===== config.mk =====
export PLATFORM = sky130hd
export DESIGN_NAME = residual_voltage_safety_qualifier_top_flat
export DESIGN_NICKNAME = d
export VERILOG_FILES = /design/src/rtl/rvsq_pkg.sv /design/src/rtl/rvsq_meas_if.sv /design/src/rtl/rvsq_result_if.sv /design/src/rtl/rvsq_rule.sv /design/src/rtl/residual_voltage_safety_qualifier_top.sv /design/src/flat_wrapper.sv
export SDC_FILE = /design/constraint.sdc
export NUM_CORES = 1
export LEC_CHECK = 0
export BUFFER_PORTS_ARGS = -buffer_cell sky130_fd_sc_hd__buf_4
export CAP_MARGIN = 20
export CELL_PAD_IN_SITES_DETAIL_PLACEMENT = 1
export CELL_PAD_IN_SITES_GLOBAL_PLACEMENT = 1
export CORE_AREA = 5 5 159 161
export DETAILED_ROUTE_END_ITERATION = 16
export DIE_AREA = 0 0 164 166
export PLACE_DENSITY = 0.61
export SETUP_SLACK_MARGIN = 0.15
export SYNTH_ARGS = -nofsm -noshare
export SYNTH_HDL_FRONTEND = slang
export SYNTH_SLANG_ARGS = --single-unit
export TNS_END_PERCENT = 1

===== constraint.sdc =====
create_clock -name clk -period 5.6 [get_ports clk]
set_clock_uncertainty 0.2 [all_clocks]
set_input_delay 0.84 -clock clk [delete_from_list [all_inputs] [get_ports clk]]
set_output_delay 0.84 -clock clk [all_outputs]
set_load 0.02 [all_outputs]

===== src/rtl/rvsq_pkg.sv =====
// ----------------------------------------------------------------------------
// rvsq_pkg
// Types and codes shared by the residual-voltage safety qualifier.
// ----------------------------------------------------------------------------
package rvsq_pkg;

	// Widths of the item fields and registers
	localparam int unsigned MvW    = 16;
	localparam int unsigned MagW   = 17;
	localparam int unsigned ThrW   = 15;
	localparam int unsigned CountW = 8;
	localparam int unsigned CfgIdxW  = 2;
	localparam int unsigned CfgDataW = 15;

	// Configuration register indexes
	typedef enum logic [CfgIdxW-1:0] {
		CFG_RELEASE_THR  = 2'd0,
		CFG_BLOCK_THR    = 2'd1,
		CFG_REQ_COUNT    = 2'd2,
		CFG_UNUSED       = 2'd3
	} cfg_idx_t;

	// Reset values of the registers
	localparam logic [ThrW-1:0]   ReleaseThrRst = ThrW'(100);
	localparam logic [ThrW-1:0]   BlockThrRst   = ThrW'(1000);
	localparam logic [CountW-1:0] ReqCountRst   = CountW'(8);

	// Reported safety state
	typedef enum logic [1:0] {
		ST_UNKNOWN   = 2'd0,
		ST_SATURATED = 2'd1,
		ST_UNSAFE    = 2'd2,
		ST_SAFE      = 2'd3
	} safety_state_t;

	typedef struct packed {
		logic                  sample_valid;
		logic                  adc_saturated;
		logic signed [MvW-1:0] high_node_mv;
		logic signed [MvW-1:0] low_node_mv;
		logic signed [MvW-1:0] diff_mv;
	} meas_item_t;

	typedef struct packed {
		logic [1:0] safety_state;
	} result_item_t;

	typedef struct packed {
		logic [ThrW-1:0]   release_thr;
		logic [ThrW-1:0]   block_thr;
		logic [CountW-1:0] req_count;
	} cfg_t;

	typedef struct packed {
		logic [CountW-1:0] run_count;
		safety_state_t     state;
	} qual_state_t;

	// Exact magnitude of a signed 16-bit reading in 17 bits
	function automatic logic [MagW-1:0] mag17(input logic signed [MvW-1:0] v);
		logic signed [MagW-1:0] ext;
		ext = MagW'(v);
		return v[MvW-1] ? MagW'(-ext) : MagW'(ext);
	endfunction

endpackage


===== src/rtl/rvsq_meas_if.sv =====
// ----------------------------------------------------------------------------
// rvsq_meas_if
// Valid/ready channel that carries one measurement item.
// ----------------------------------------------------------------------------
interface rvsq_meas_if;
	import rvsq_pkg::*;

	logic       valid;
	logic       ready;
	meas_item_t data;

	modport source (output valid, output data, input ready);
	modport sink   (input valid, input data, output ready);
endinterface


===== src/rtl/rvsq_result_if.sv =====
// ----------------------------------------------------------------------------
// rvsq_result_if
// Valid/ready channel that carries one safety-state result item.
// ----------------------------------------------------------------------------
interface rvsq_result_if;
	import rvsq_pkg::*;

	logic         valid;
	logic         ready;
	result_item_t data;

	modport source (output valid, output data, input ready);
	modport sink   (input valid, input data, output ready);
endinterface


===== src/rtl/rvsq_rule.sv =====
// ----------------------------------------------------------------------------
// rvsq_rule
// Applies the qualification rules to one measurement and the current state,
// giving the next run count and the next safety state.
// ----------------------------------------------------------------------------
module rvsq_rule (
	input  rvsq_pkg::meas_item_t  item,
	input  rvsq_pkg::cfg_t        cfg,
	input  rvsq_pkg::qual_state_t cur,
	output rvsq_pkg::qual_state_t nxt
);
	import rvsq_pkg::*;

	logic [MagW-1:0]   mag_hi;
	logic [MagW-1:0]   mag_lo;
	logic [MagW-1:0]   mag_diff;
	logic [MagW-1:0]   block_thr;
	logic [MagW-1:0]   release_thr;
	logic              any_block;
	logic              all_release;
	logic [CountW-1:0] count_adv;

	// Form magnitudes and compare against both thresholds
	assign mag_hi      = mag17(item.high_node_mv);
	assign mag_lo      = mag17(item.low_node_mv);
	assign mag_diff    = mag17(item.diff_mv);
	assign block_thr   = MagW'(cfg.block_thr);
	assign release_thr = MagW'(cfg.release_thr);

	assign any_block   = (mag_hi >= block_thr) || (mag_lo >= block_thr) ||
	                     (mag_diff >= block_thr);
	assign all_release = (mag_hi <= release_thr) && (mag_lo <= release_thr) &&
	                     (mag_diff <= release_thr);

	// Advance the run count until it meets the required count
	assign count_adv = (cur.run_count < cfg.req_count) ?
	                   cur.run_count + CountW'(1) : cur.run_count;

	// Apply the rules in priority order
	always_comb begin
		priority if (!item.sample_valid) begin
			nxt.run_count = '0;
			nxt.state     = ST_UNKNOWN;
		end else if (item.adc_saturated) begin
			nxt.run_count = '0;
			nxt.state     = ST_SATURATED;
		end else if (any_block) begin
			nxt.run_count = '0;
			nxt.state     = ST_UNSAFE;
		end else if (all_release) begin
			nxt.run_count = count_adv;
			nxt.state     = (count_adv >= cfg.req_count) ? ST_SAFE : ST_UNKNOWN;
		end else begin
			nxt.run_count = '0;
			nxt.state     = (cur.state == ST_SAFE) ? ST_SAFE : ST_UNKNOWN;
		end
	end

endmodule


===== src/rtl/residual_voltage_safety_qualifier_top.sv =====
// A result item is offered from the result register once its measurement leaves the
// input register. Throughput: one item per cycle while the result sink is ready.
// Input and result registers part the two sides, so a new item is taken into an
// empty input register while a finished result still waits for its sink.
// Reset (arst_n low, asynchronous): thresholds 100 mV / 1000 mV, required count 8,
// run count zero, state unknown, both stages empty.
// ----------------------------------------------------------------------------
// residual_voltage_safety_qualifier_top
// Qualifies residual-voltage measurements into a safety state with hysteresis
// thresholds and a consecutive-safe-sample count.
// ----------------------------------------------------------------------------
module residual_voltage_safety_qualifier_top (
	input  logic                            clk,
	input  logic                            arst_n,
	input  logic                            cfg_we,
	input  logic [rvsq_pkg::CfgIdxW-1:0]    cfg_idx,
	input  logic [rvsq_pkg::CfgDataW-1:0]   cfg_data,
	rvsq_meas_if.sink                       meas,
	rvsq_result_if.source                   result
);
	import rvsq_pkg::*;

	cfg_t         cfg_q;
	qual_state_t  state_q;
	qual_state_t  state_nxt;
	meas_item_t   item_s1;
	logic         valid_s1;
	result_item_t res_s2;
	logic         valid_s2;
	logic         advance;

	// Write configuration registers
	always_ff @(posedge clk or negedge arst_n) begin
		if (!arst_n) begin
			cfg_q.release_thr <= ReleaseThrRst;
			cfg_q.block_thr   <= BlockThrRst;
			cfg_q.req_count   <= ReqCountRst;
		end else if (cfg_we) begin
			unique case (cfg_idx_t'(cfg_idx))
				CFG_RELEASE_THR: cfg_q.release_thr <= cfg_data[ThrW-1:0];
				CFG_BLOCK_THR:   cfg_q.block_thr   <= cfg_data[ThrW-1:0];
				CFG_REQ_COUNT:   cfg_q.req_count   <= cfg_data[CountW-1:0];
				default: ;
			endcase
		end
	end

	// Stage 1 moves on when the result register is free or being drained
	assign advance    = !valid_s2 || result.ready;
	assign meas.ready = !valid_s1 || advance;

	// Hold the accepted item in the input register
	always_ff @(posedge clk or negedge arst_n) begin
		if (!arst_n) begin
			valid_s1 <= 1'b0;
		end else if (meas.ready) begin
			valid_s1 <= meas.valid;
		end
	end

	always_ff @(posedge clk) begin
		if (meas.ready && meas.valid) begin
			item_s1 <= meas.data;
		end
	end

	rvsq_rule u_rule (
		.item (item_s1),
		.cfg  (cfg_q),
		.cur  (state_q),
		.nxt  (state_nxt)
	);

	// Update the qualifier state and the result register together
	always_ff @(posedge clk or negedge arst_n) begin
		if (!arst_n) begin
			state_q.run_count <= '0;
			state_q.state     <= ST_UNKNOWN;
			valid_s2          <= 1'b0;
		end else if (advance) begin
			valid_s2 <= valid_s1;
			if (valid_s1) begin
				state_q <= state_nxt;
			end
		end
	end

	always_ff @(posedge clk) begin
		if (advance && valid_s1) begin
			res_s2.safety_state <= state_nxt.state;
		end
	end

	assign result.valid = valid_s2;
	assign result.data  = res_s2;

endmodule


===== src/flat_wrapper.sv =====
// flat-port wrapper written by rule: the top's interface ports become plain ports
module residual_voltage_safety_qualifier_top_flat import rvsq_pkg::*;
  (clk, arst_n, cfg_we, cfg_idx, cfg_data, meas_valid, meas_data, meas_ready, result_valid, result_data, result_ready);
  rvsq_meas_if meas_i ();
  rvsq_result_if result_i ();
  input  logic clk;
  input  logic arst_n;
  input  logic cfg_we;
  input  logic [rvsq_pkg::CfgIdxW-1:0] cfg_idx;
  input  logic [rvsq_pkg::CfgDataW-1:0] cfg_data;
  input wire logic [$bits(meas_i.valid)-1:0] meas_valid;
  input wire logic [$bits(meas_i.data)-1:0] meas_data;
  output wire logic [$bits(meas_i.ready)-1:0] meas_ready;
  output wire logic [$bits(result_i.valid)-1:0] result_valid;
  output wire logic [$bits(result_i.data)-1:0] result_data;
  input wire logic [$bits(result_i.ready)-1:0] result_ready;
  assign meas_i.valid = meas_valid;
  assign meas_i.data = meas_data;
  assign meas_ready = meas_i.ready;
  assign result_valid = result_i.valid;
  assign result_data = result_i.data;
  assign result_i.ready = result_ready;
  residual_voltage_safety_qualifier_top u_core (.clk(clk), .arst_n(arst_n), .cfg_we(cfg_we), .cfg_idx(cfg_idx), .cfg_data(cfg_data), .meas(meas_i), .result(result_i));
endmodule

==> summary.txt, run 1 <==
Status
  • Status: finished clean

Route
  • Iter 0 DRT Violations: 246
  • DR vias: 5234
  • DR WL/cell: 18.3 um
  • Count of antenna-violating nets left after detailed routing: 0
  • Drt via density: 4.95
  • Post-detailed-route DRC marker count: 0
  • First drt pass iteration count: 5
  • Detailed Route WL: 19300 um

Power
  • Switching fraction of total power: 35.2%
  • Clock network fraction of total power: 27.9%
  • Leakage power summed over all cells: 0.00351 uW
  • Maximum ir drop on the vdd rail: 0.000141 V
  • Power density over cell area: 285 nW/um^2
  • Part of the power in registers: 40.3%
  • Power Internal: 1510 uW
  • Part of the total power dissipated in combinational logic: 31.8%
  • Total power draw: 2340 uW
  • Switching power: 823 uW

Finish
  • Area Growth Syn to Fin: 18.2%
  • Antenna diode count: 0
  • Count of nets after finishing: 909
  • Cell area after layout: 8200 sq um
  • Final std cells w/o fill: 1057
  • Share of cells above drive strength 1: 19.6%

Global route
  • First-pass GRT wire length: 30600 um
  • Antenna violations before repair: 0
  • Grt total ovfl: 0
  • Maximum number of pins on one net before global-route repair: 51
  • Total GRT Usage: 14.6%
  • Via count of the first global-routing pass: 5429

Setup path
  • Slowest stage delay, CP: 0.61 ns
  • Reg2Reg Launch Point: u_core.item_s1[16]
  • Register-to-register setup slack: 0.53 ns
  • Largest delay share family, worst path: simple AND/OR/NAND/NOR gates
  • Capture point of the worst reg-to-reg path: u_core.state_q[7]
  • Critical-path top delay cell: or4_4
  • Worst-path cell chain: inv_1 > ha_1 > nand2b_1 > or4_1 > nor2_1 > nand2_1 > or2_2 > o41ai_1 > xnor2_1 > ha_1 > a222oi_1 > nor4b_1 > o31ai_1 > nor4_2 > nand4_1 > or4_4 > nor3b_2 > a21o_1
  • Worst EP required: 5.71 ns
  • Startpoint types: flop
  • Worst Path Max Fanout: 6
  • Endpoint arrival time on the critical path: 5.18 ns
  • Setup crit end kind: flop
  • Cell occurring most often along the worst timing path: ha_1
  • Bufs and invs on worst path: 1
  • Register-to-Register Path Depth: 18
  • Worst Setup Path Type: flop to flop

Synth
  • Dominant cell type by area after synthesis: edfxtp_1
  • Mapped Avg Cell Area: 10.7 sq um
  • Total standard cell area after synthesis: 6940 sq um
  • Most used DFF post-synth: edfxtp_1
  • Top post-synthesis cells by count: ha_1, nand2_1, edfxtp_1
  • Gate count after technology mapping: 649
  • Most area-consuming cells after synthesis: edfxtp_1, ha_1, dfrtp_1, xnor2_1, mux2_2
  • Flop and latch count out of synthesis: 102
  • Async set-reset flop share out of synthesis: 49.0%
  • Number of enable flip-flop cells after synthesis: 52
  • Area share of the leading cell type in the synthesized netlist: 22.5%
  • Distinct cell type count of the synthesized netlist: 61
  • Library cell with the highest instance count after synthesis: ha_1
  • Net count of the mapped netlist: 830
  • Proportion of synthesized chip area in sequential cells: 40.7%
  • Syn. warnings: 0

Die
  • Area of the die: 27200 sq um
  • Die Span Y: 166 um
  • Horiz. Die Dim: 164 um
  • Starting density of the core: 29.1%
  • Core footprint: 23800 sq um
  • Site Rows: 57
  • IO Count: 76

STA
  • Maximum clock frequency: 197 MHz
  • Unrepaired setup endpoints after global routing: no
  • Count of final setup violators: 0
  • Rel. slew slack: 40.7%
  • Worst Tran Pin Value: 0.888 ns
  • Final hold viol count: 0
  • Number of max-slew violations in the final report: 0
  • Minimum period implied by the final worst setup slack: 5.07 ns
  • Final period util: 90.6%
  • TNS Setup: 0 ns

Placed design
  • Cell total after placement: 1041
  • Detailed placement HPWL: 15500 um
  • Number of buffers added on ports: 75
  • Cell Area, Placed: 7890 sq um
  • Final weighted congestion of routability-driven global placement: 0.845

CTS
  • Clock latency on the worst-skew pair: 0.37 ns
  • Clock tree from TritonCTS: yes
  • Clock slew at reported path FFs: 0.08 ns
  • Clock buffer depth: 2
  • Cell at the root of the clock tree: clkbuf_16
  • Sink count of the clock tree: 102
  • Cts bufs inserted: 9
  • CTS H-tree depth: 3

Worst hold path
  • Path class of the lowest-slack min-delay path: input port to asynchronous set/reset pin

Run
  • Max cap viols: 0
==> flip-flops by register name, indices dropped and copies added, names as in the netlist <==
signal,count
u_core.cfg_q,38
u_core.result.data,2
u_core.state_q,10
u_core.item_s1,50
u_core.result.valid,1
u_core.valid_s1,1
==> power groups by stage <==
stage,registers [uW],logic (uW),clock network [uW]
detailed placement,958,741,0
global placement,955,724,0
CTS,943,747,669
floorplan,936,492,0
finish,942,743,651
global route,955,844,705
==> final cells by class <==
| type | count | area [sq um] |
|---|---|---|
| Fill cell | 2738 | 15600 |
| Multi-Input combinational cell | 493 | 3920 |
| Sequential cell | 102 | 2830 |
| Timing Repair Buffer | 77 | 578 |
| Tap cell | 324 | 405 |
| Clock buffer | 9 | 225 |
| Inverter | 45 | 169 |
| Clock inverter | 7 | 78.8 |
==> worst max-delay path by stage <==
stage / from / to / slack [ns] / cells past startpoint
finish: u_core.item_s1[16] / u_core.state_q[7] / 0.53 / 18
global route: u_core.item_s1[16] / u_core.state_q[9] / 0.24 / 18
CTS: u_core.item_s1[16] / u_core.state_q[7] / 0.44 / 18
detailed placement: u_core.item_s1[16] / u_core.state_q[7] / 0.54 / 18
global placement: u_core.item_s1[16] / u_core.state_q[7] / 0.68 / 18
floorplan: u_core.item_s1[16] / u_core.state_q[7] / 1.27 / 18
==> metal layers <==
| metal | GRT usage, % | routed length [um] | part of all wire, % | vias to the layer above |
|---|---|---|---|---|
| li1 | - | - | - | 2571 |
| met1 | 19.5 | 8840 | 46 | 2574 |
| met2 | 24.8 | 9610 | 50 | 69 |
| met3 | 2.36 | 572 | 3.0 | 20 |
| met4 | 3.57 | 298 | 1.5 | 0 |
| met5 | 0 | 0 | 0 | - |
==> repair_timing <==
item,CTS,global route
hold buffers,0,0
setup endpoints to repair,0,3
buffers inserted,0,0
gates resized for setup,0,1
==> cell families after synthesis <==
group | Yosys count | synth area share (%)
AO/OA/AOI/OAI | 141 | 13.5
XOR/XNOR | 46 | 5.81
adder cells (fa/ha/maj) | 109 | 19.7
buffers and inverters | 54 | 2.94
flip-flops | 102 | 40.7
multiplexers | 26 | 4.27
AND/OR/NAND/NOR | 171 | 13.1
==> stage by stage <==
stage	util [%]	hold WS, ns	setup slack [ns]
finish	34.4	0.297	0.527
CTS	34.4	0.302	0.439
global placement	33.1	0.271	0.681
detailed placement	33.1	0.281	0.537
global route	34.4	0.322	0.239
floorplan	-	0.257	1.27
==> cell usage in the layout, fill, tap and decap left out, types with 5 or more instances in the layout <==
cell type  synthesis  layout
xor2_1             5       5
nand4_1           12      12
a21o_1             8       8
inv_1             45      45
ha_1             109     109
nor3_1            11      11
clkbuf_16          0       9
a211oi_1           9       9
nor2_1            18      18
nand2_1           56      56
a21oi_1           23      23
buf_4              0      77
o31ai_1           13      13
mux2_2            25      25
a32o_1             6       6
xnor2_1           41      41
o21ai_0           44      44
dfstp_2           10      10
nand2b_1          22      22
nand3_1           14      14
dfrtp_1           40      40
edfxtp_1          52      52
No activity file was read; power rests on OpenSTA's default activity.
==> inputs of run 2 (changes only) <==
--- a/config.mk
+++ b/config.mk
@@ -7,12 +7,10 @@
 export LEC_CHECK = 0
 export BUFFER_PORTS_ARGS = -buffer_cell sky130_fd_sc_hd__buf_4
 export CAP_MARGIN = 20
-export CELL_PAD_IN_SITES_DETAIL_PLACEMENT = 1
-export CELL_PAD_IN_SITES_GLOBAL_PLACEMENT = 1
 export CORE_AREA = 5 5 159 161
 export DETAILED_ROUTE_END_ITERATION = 16
 export DIE_AREA = 0 0 164 166
-export PLACE_DENSITY = 0.61
+export PLACE_DENSITY = 0.52
 export SETUP_SLACK_MARGIN = 0.15
 export SYNTH_ARGS = -nofsm -noshare
 export SYNTH_HDL_FRONTEND = slang
==> run 2 against run 1 <==
Effect of this change: die area stayed put; worst hold slack gained 0.00059 ns; critical path type unchanged; critical endpoint unchanged; highest routed layer unchanged; first-iteration DRC count rose by 20%.
==> summary.txt, run 2 (synthesis gave the netlist of run 1 again) <==
STA
  • Number of max-slew violations in the final report: 0 (unchanged)
  • Minimum period implied by the final worst setup slack: 4.97 ns (-0.104 ns)
  • TNS Setup: 0 ns (unchanged)
  • Unrepaired setup endpoints after global routing: no
  • Count of final setup violators: 0 (unchanged)
  • Final hold viol count: 0 (unchanged)
  • Maximum clock frequency: 201 MHz (+2.1%)
  • Worst Tran Pin Value: 0.883 ns (-0.00424 ns)
  • Rel. slew slack: 40.9% (+0.28 points)
  • Final period util: 88.7% (-1.9 points)
  • Final worst hold slack: 0.297 ns (+0.000588 ns)

Global route
  • Maximum number of pins on one net before global-route repair: 51 (unchanged)
  • First-pass GRT wire length: 28200 um (-7.8%)
  • Antenna violations before repair: 0 (unchanged)
  • Via count of the first global-routing pass: 5220 (-3.8%)
  • Total GRT Usage: 13.3% (-1.3 points)
  • Grt total ovfl: 0 (unchanged)

CTS
  • Clock tree from TritonCTS: yes
  • Setup repair bufs after CTS: 0 (unchanged)
  • Clock buffer depth: 2 (unchanged)
  • CTS H-tree depth: 3 (unchanged)
  • Clock latency on the worst-skew pair: 0.36 ns (about the same)
  • Cell at the root of the clock tree: clkbuf_16
  • Clock slew at reported path FFs: 0.08 ns (about the same)
  • Sink count of the clock tree: 102 (unchanged)
  • Quantity of gates resized following cts: 0 (unchanged)
  • Hold buffer count at cts: 0 (unchanged)
  • Cts bufs inserted: 9 (unchanged)

Placed design
  • Final weighted congestion of routability-driven global placement: 0.848 (+0.38%)
  • Detailed placement HPWL: 14100 um (-8.9%)
  • Number of buffers added on ports: 75 (unchanged)

Finish
  • Register area: 2830 sq um (unchanged)
  • Max reg flops: 50 (unchanged)
  • Finished Core Util: 34.4% (unchanged)
  • Filler Cell Count: 2438 (-11%)
  • Most common cell after layout, fill and taps aside: ha_1
  • Antenna diode count: 0 (unchanged)
  • Register bank with the most flops: u_core.item_s1
  • Count of nets after finishing: 909 (unchanged)
  • Commonest non-fill, non-tap cells in the layout: ha_1, buf_4, nand2_1, edfxtp_1, inv_1
  • Footprint of the multi-input gates: 3910 sq um (-0.16%)
  • Share of cells above drive strength 1: 19.5% (-0.14 points)
  • Area Growth Syn to Fin: 18.2% (unchanged)
  • Largest registers: u_core.item_s1: 50 flops, u_core.cfg_q: 38 flops, u_core.state_q: 10 flops

Setup path
  • Worst Setup Path Type: flop to flop
  • Reg2Reg Launch Point: u_core.item_s1[16]
  • Setup crit end kind: flop
  • Register-to-register setup slack: 0.63 ns (+0.10 ns)
  • Endpoint arrival time on the critical path: 5.06 ns (-0.12 ns)
  • Worst Path Max Fanout: 6 (unchanged)
  • Startpoint types: flop
  • Register-to-Register Path Depth: 18 (unchanged)
  • Worst Setup EP: u_core.state_q[7]
  • Worst EP required: 5.70 ns (about the same)
  • Worst setup path start: u_core.item_s1[16]
  • Capture point of the worst reg-to-reg path: u_core.state_q[7]

Die
  • Area of the die: 27200 sq um (unchanged)
  • Starting density of the core: 29.1% (unchanged)
  • Core footprint: 23800 sq um (unchanged)
  • IO Count: 76 (unchanged)
  • Horiz. Die Dim: 164 um (unchanged)
  • Die Span Y: 166 um (unchanged)
  • Site Rows: 57 (unchanged)

Status
  • Status: finished clean

Route
  • Count of antenna-violating nets left after detailed routing: 0 (unchanged)
  • DR vias: 5133 (-1.9%)
  • First drt pass iteration count: 5 (unchanged)
  • Post-detailed-route DRC marker count: 0 (unchanged)
  • Iter 0 DRT Violations: 294 (+20%)
  • DR WL/cell: 16.5 um (-9.6%)
  • Detailed Route WL: 17500 um (-9.6%)
  • Drt via density: 4.86 (-1.9%)

Power
  • Switching fraction of total power: 33.2% (-2.0 points)
  • Leakage power summed over all cells: 0.00351 uW (about the same)
  • Part of the total power dissipated in combinational logic: 31.1% (-0.7 points)
  • Part of the power in registers: 40.6% (+0.3 points)
  • Clock network fraction of total power: 28.3% (+0.4 points)
  • Power density over cell area: 282 nW/um^2 (-1.1%)
  • Switching power: 768 uW (-6.7%)
  • Maximum ir drop on the vdd rail: 0.000160 V (+14%)
  • Power Internal: 1540 uW (+1.9%)

Run
  • Max cap viols: 0 (unchanged)

Worst hold path
  • Path class of the lowest-slack min-delay path: input port to asynchronous set/reset pin
==> run 2: critical path, cell delays in order (launching register included) <==
cell and delay (ns):
edfxtp_1 0.38, inv_1 0.12, ha_1 0.17, nand2b_1 0.08, or4_1 0.46, nor2_1 0.13, nand2_1 0.07, or2_2 0.29
o41ai_1 0.31, xnor2_1 0.21, ha_1 0.31, a222oi_1 0.24, nor4b_1 0.33, o31ai_1 0.12, nor4_1 0.43, nand4_1 0.15
or4_4 0.61, nor3b_2 0.20, a21o_1 0.09
==> run 2: power by group through the flow <==
stage                     sequential, uW  clock (uW)  combinational, uW
after detailed placement             955           0                714
after CTS                            940         677                721
after global placement               953           0                709
after floorplan                      936           0                492
after global routing                 950         704                822
final                                938         655                717
==> run 2: metrics by stage <==
stage | cells | power [uW] | setup WS [ns] | cell area [sq um]
global route | 1057 | 2480 | 0.266 | 8200
CTS | 1057 | 2340 | 0.593 | 8200
floorplan | 649 | 1430 | 1.27 | 6940
finish | 1057 | 2310 | 0.631 | 8200
detailed placement | 1041 | 1670 | 0.635 | 7890
global placement | 1041 | 1660 | 0.784 | 7890
==> run 2: cell type report <==
cell class,count,share of cell area [%]
clock buffer,11,3.22
timing repair buffer,77,7.05
multi-input combinational,493,47.7
tap,324,4.94
clock inverter,5,0.564
sequential,102,34.4
inverter,45,2.06
==> run 2: worst min path at each step <==
stage / endpoint / start / slack (ns)
finish: u_core.cfg_q[0] / arst_n / 0.30
global route: u_core.cfg_q[10] / u_core.cfg_q[10] / 0.32
CTS: u_core.result.valid / u_core.valid_s1 / 0.31
detailed placement: u_core.result.valid / u_core.valid_s1 / 0.29
global placement: u_core.result.valid / u_core.valid_s1 / 0.27
floorplan: u_core.result.valid / u_core.valid_s1 / 0.26
==> run 2: metal layers <==
layer / share of wire, % / routed length [um] / vias to the layer above / track usage [%]
met2: 45 / 7940 / 84 / 20.5
met3: 3.6 / 622 / 16 / 2.56
met4: 1.5 / 269 / 0 / 3.21
li1: - / - / 2587 / -
met5: 0 / 0 / - / 0
met1: 49 / 8640 / 2446 / 19.2
==> inputs of run 3 (changes only) <==
==> constraint.sdc (replaced) <==
create_clock -name clk -period 4.9 [get_ports clk]
set_clock_uncertainty 0.2 [all_clocks]
set_input_delay 0.735 -clock clk [delete_from_list [all_inputs] [get_ports clk]]
set_output_delay 0.735 -clock clk [all_outputs]
set_load 0.02 [all_outputs]
==> run 3 against run 2 <==
Effect of this change: clock power grew 7.9%; worst hold slack lost 0.11 ns; non-clock buffer count grew 3; total power grew 13%; register-to-register slack lost 0.23 ns; largest power group unchanged.
==> summary.txt, run 3 (synthesis gave the netlist of run 1 again) <==
Status
  • Status: finished clean

Global route
  • Maximum number of pins on one net before global-route repair: 51 (unchanged)
  • Via count of the first global-routing pass: 5180 (-0.77%)
  • First-pass GRT wire length: 28100 um (-0.51%)
  • Antenna violations before repair: 0 (unchanged)
  • Total GRT Usage: 13.2% (-0.085 points)
  • Grt total ovfl: 0 (unchanged)

Power
  • Part of the total power dissipated in combinational logic: 31.9% (+0.8 points)
  • Switching fraction of total power: 33.9% (+0.67 points)
  • Power Internal: 1730 uW (+12%)
  • Maximum ir drop on the vdd rail: 0.000170 V (+6.3%)
  • Power density over cell area: 317 nW/um^2 (+13%)
  • Part of the power in registers: 41.1% (+0.5 points)
  • Switching power: 886 uW (+15%)
  • Clock network fraction of total power: 27.1% (-1.2 points)
  • Leakage power summed over all cells: 0.00353 uW (+0.55%)

Setup path
  • Worst setup path start: u_core.item_s1[16]
  • Worst Setup Path Type: flop to flop
  • Reg2Reg Launch Point: u_core.item_s1[16]
  • Endpoint arrival time on the critical path: 4.59 ns (-0.47 ns)
  • Worst EP required: 4.99 ns (-0.71 ns)
  • Worst Path Max Fanout: 6 (unchanged)
  • Startpoint types: flop
  • Setup crit end kind: flop

Finish
  • Count of nets after finishing: 912 (+0.33%)
  • Max reg flops: 50 (unchanged)
  • Register bank with the most flops: u_core.item_s1
  • Share of cells above drive strength 1: 20.4% (+0.87 points)
  • Finished Core Util: 34.6% (+0.14 points)
  • Area Growth Syn to Fin: 18.7%
  • Most common cell after layout, fill and taps aside: ha_1
  • Commonest non-fill, non-tap cells in the layout: ha_1, buf_4, nand2_1, edfxtp_1
  • Largest registers: u_core.item_s1: 50 flops, u_core.cfg_q: 38 flops, u_core.state_q: 10 flops
  • Filler Cell Count: 2463 (+1.0%)
  • Antenna diode count: 0 (unchanged)
  • Cell area after layout: 8230 sq um (+0.40%)

CTS
  • CTS H-tree depth: 3 (unchanged)
  • Sink count of the clock tree: 102 (unchanged)
  • Clock tree from TritonCTS: yes
  • Cts bufs inserted: 9 (unchanged)
  • Clock latency on the worst-skew pair: 0.36 ns (about the same)
  • Cell at the root of the clock tree: clkbuf_16
  • Clock buffer depth: 2 (unchanged)
  • Clock slew at reported path FFs: 0.08 ns (about the same)

Route
  • Iter 0 DRT Violations: 282 (-4.1%)
  • DR WL/cell: 16.5 um (-0.47%)
  • DR vias: 5157 (+0.47%)
  • Count of antenna-violating nets left after detailed routing: 0 (unchanged)
  • Drt via density: 4.87 (+0.18%)
  • Post-detailed-route DRC marker count: 0 (unchanged)
  • Detailed Route WL: 17400 um (-0.19%)
  • First drt pass iteration count: 5 (unchanged)

Die
  • Site Rows: 57 (unchanged)
  • Horiz. Die Dim: 164 um (unchanged)
  • Area of the die: 27200 sq um (unchanged)
  • IO Count: 76 (unchanged)
  • Die Span Y: 166 um (unchanged)
  • Core footprint: 23800 sq um (unchanged)
  • Starting density of the core: 29.1% (unchanged)

STA
  • Minimum period implied by the final worst setup slack: 4.50 ns (-0.471 ns)
  • Unrepaired setup endpoints after global routing: no
  • Count of final setup violators: 0 (unchanged)
  • Final hold viol count: 0 (unchanged)
  • Final period util: 91.8% (+3.1 points)
  • Worst Tran Pin Value: 0.844 ns (-0.0397 ns)
  • Rel. slew slack: 43.6% (+2.7 points)
  • Number of max-slew violations in the final report: 0 (unchanged)
  • Maximum clock frequency: 222 MHz (+10%)

Placed design
  • Final weighted congestion of routability-driven global placement: 0.850 (+0.24%)
  • Number of buffers added on ports: 75 (unchanged)
  • Detailed placement HPWL: 14100 um (-0.17%)
  • Cell Area, Placed: 7900 sq um (about the same)

Run
  • Max cap viols: 0 (unchanged)

Worst hold path
  • Path class of the lowest-slack min-delay path: input port to asynchronous set/reset pin
## run 3: per-stage QoR
stage | TNS, ns | instances | setup WS, ns | hold WS, ns | total power [uW]
2_1_floorplan | 0 | 649 | 0.574 | 0.239 | 1630
3_3_place_gp | 0 | 1042 | 0.0921 | 0.269 | 1900
4_1_cts | 0 | 1058 | 0.163 | 0.222 | 2640
5_1_grt | 0 | 1060 | 0.151 | 0.241 | 2800
3_5_place_dp | -0.149 | 1042 | -0.0618 | 0.280 | 1910
6_report | 0 | 1060 | 0.402 | 0.187 | 2610
## run 3: timing repair
action                                  4_1_cts  5_1_grt
endpoints found under the setup margin        7        7
endpoints found under the hold margin         0        0
buffers inserted                              0        2
hold buffers                                  0        0
cloned                                        0        0
pin swaps                                     0        5
gates resized for setup                       3        2
## run 3: per-layer routing
metal,up-vias,wire (um),GRT usage (%),share of wire (%)
met1,2453,8590,19.1,49
met4,0,216,2.77,1.2
met3,12,660,2.46,3.8
li1,2590,-,-,-
met5,-,0,0,0
met2,102,7970,20.7,46
## run 3: area by class of cell
| class | count | area, sq um | area share [%] |
|---|---|---|---|
| Inverter | 45 | 169 | 2.05 |
| Clock inverter | 7 | 63.8 | 0.775 |
| Timing Repair Buffer | 80 | 601 | 7.29 |
| Tap cell | 324 | 405 | 4.92 |
| Sequential cell | 102 | 2830 | 34.3 |
| Multi-Input combinational cell | 493 | 3950 | 47.9 |
| Clock buffer | 9 | 225 | 2.74 |
## run 3: path summary, 6_finish.rpt
check,end,slack [ns],cells after the start
max reg2reg,u_core.state_q[7],0.40,18
min in group clk,u_core.state_q[1],0.29,2
min reg2reg,u_core.state_q[1],0.29,2
max in group asynchronous,u_core.cfg_q[32],3.85,1
min,u_core.cfg_q[0],0.19,1
max,u_core.state_q[7],0.40,18
## run 3: power groups by stage
stage / registers (uW) / clock network (uW) / logic [uW]
6_report: 1070 / 707 / 833
5_1_grt: 1080 / 770 / 950
4_1_cts: 1070 / 736 / 831
3_5_place_dp: 1090 / 0 / 819
3_3_place_gp: 1090 / 0 / 812
2_1_floorplan: 1070 / 0 / 563
## run 3: worst max-delay path, stage by stage, from the launching register on
cell	delay [ns]
edfxtp_1	0.40
inv_2	0.09
ha_1	0.16
nand2b_1	0.07
or4_1	0.46
nor2_1	0.11
nand2_1	0.06
or2_2	0.31
o41ai_4	0.23
xnor2_1	0.21
ha_1	0.30
a222oi_1	0.29
nor4b_2	0.29
o31ai_1	0.13
nor4_2	0.23
nand4_1	0.12
or4_4	0.48
nor3b_2	0.19
a21o_1	0.10
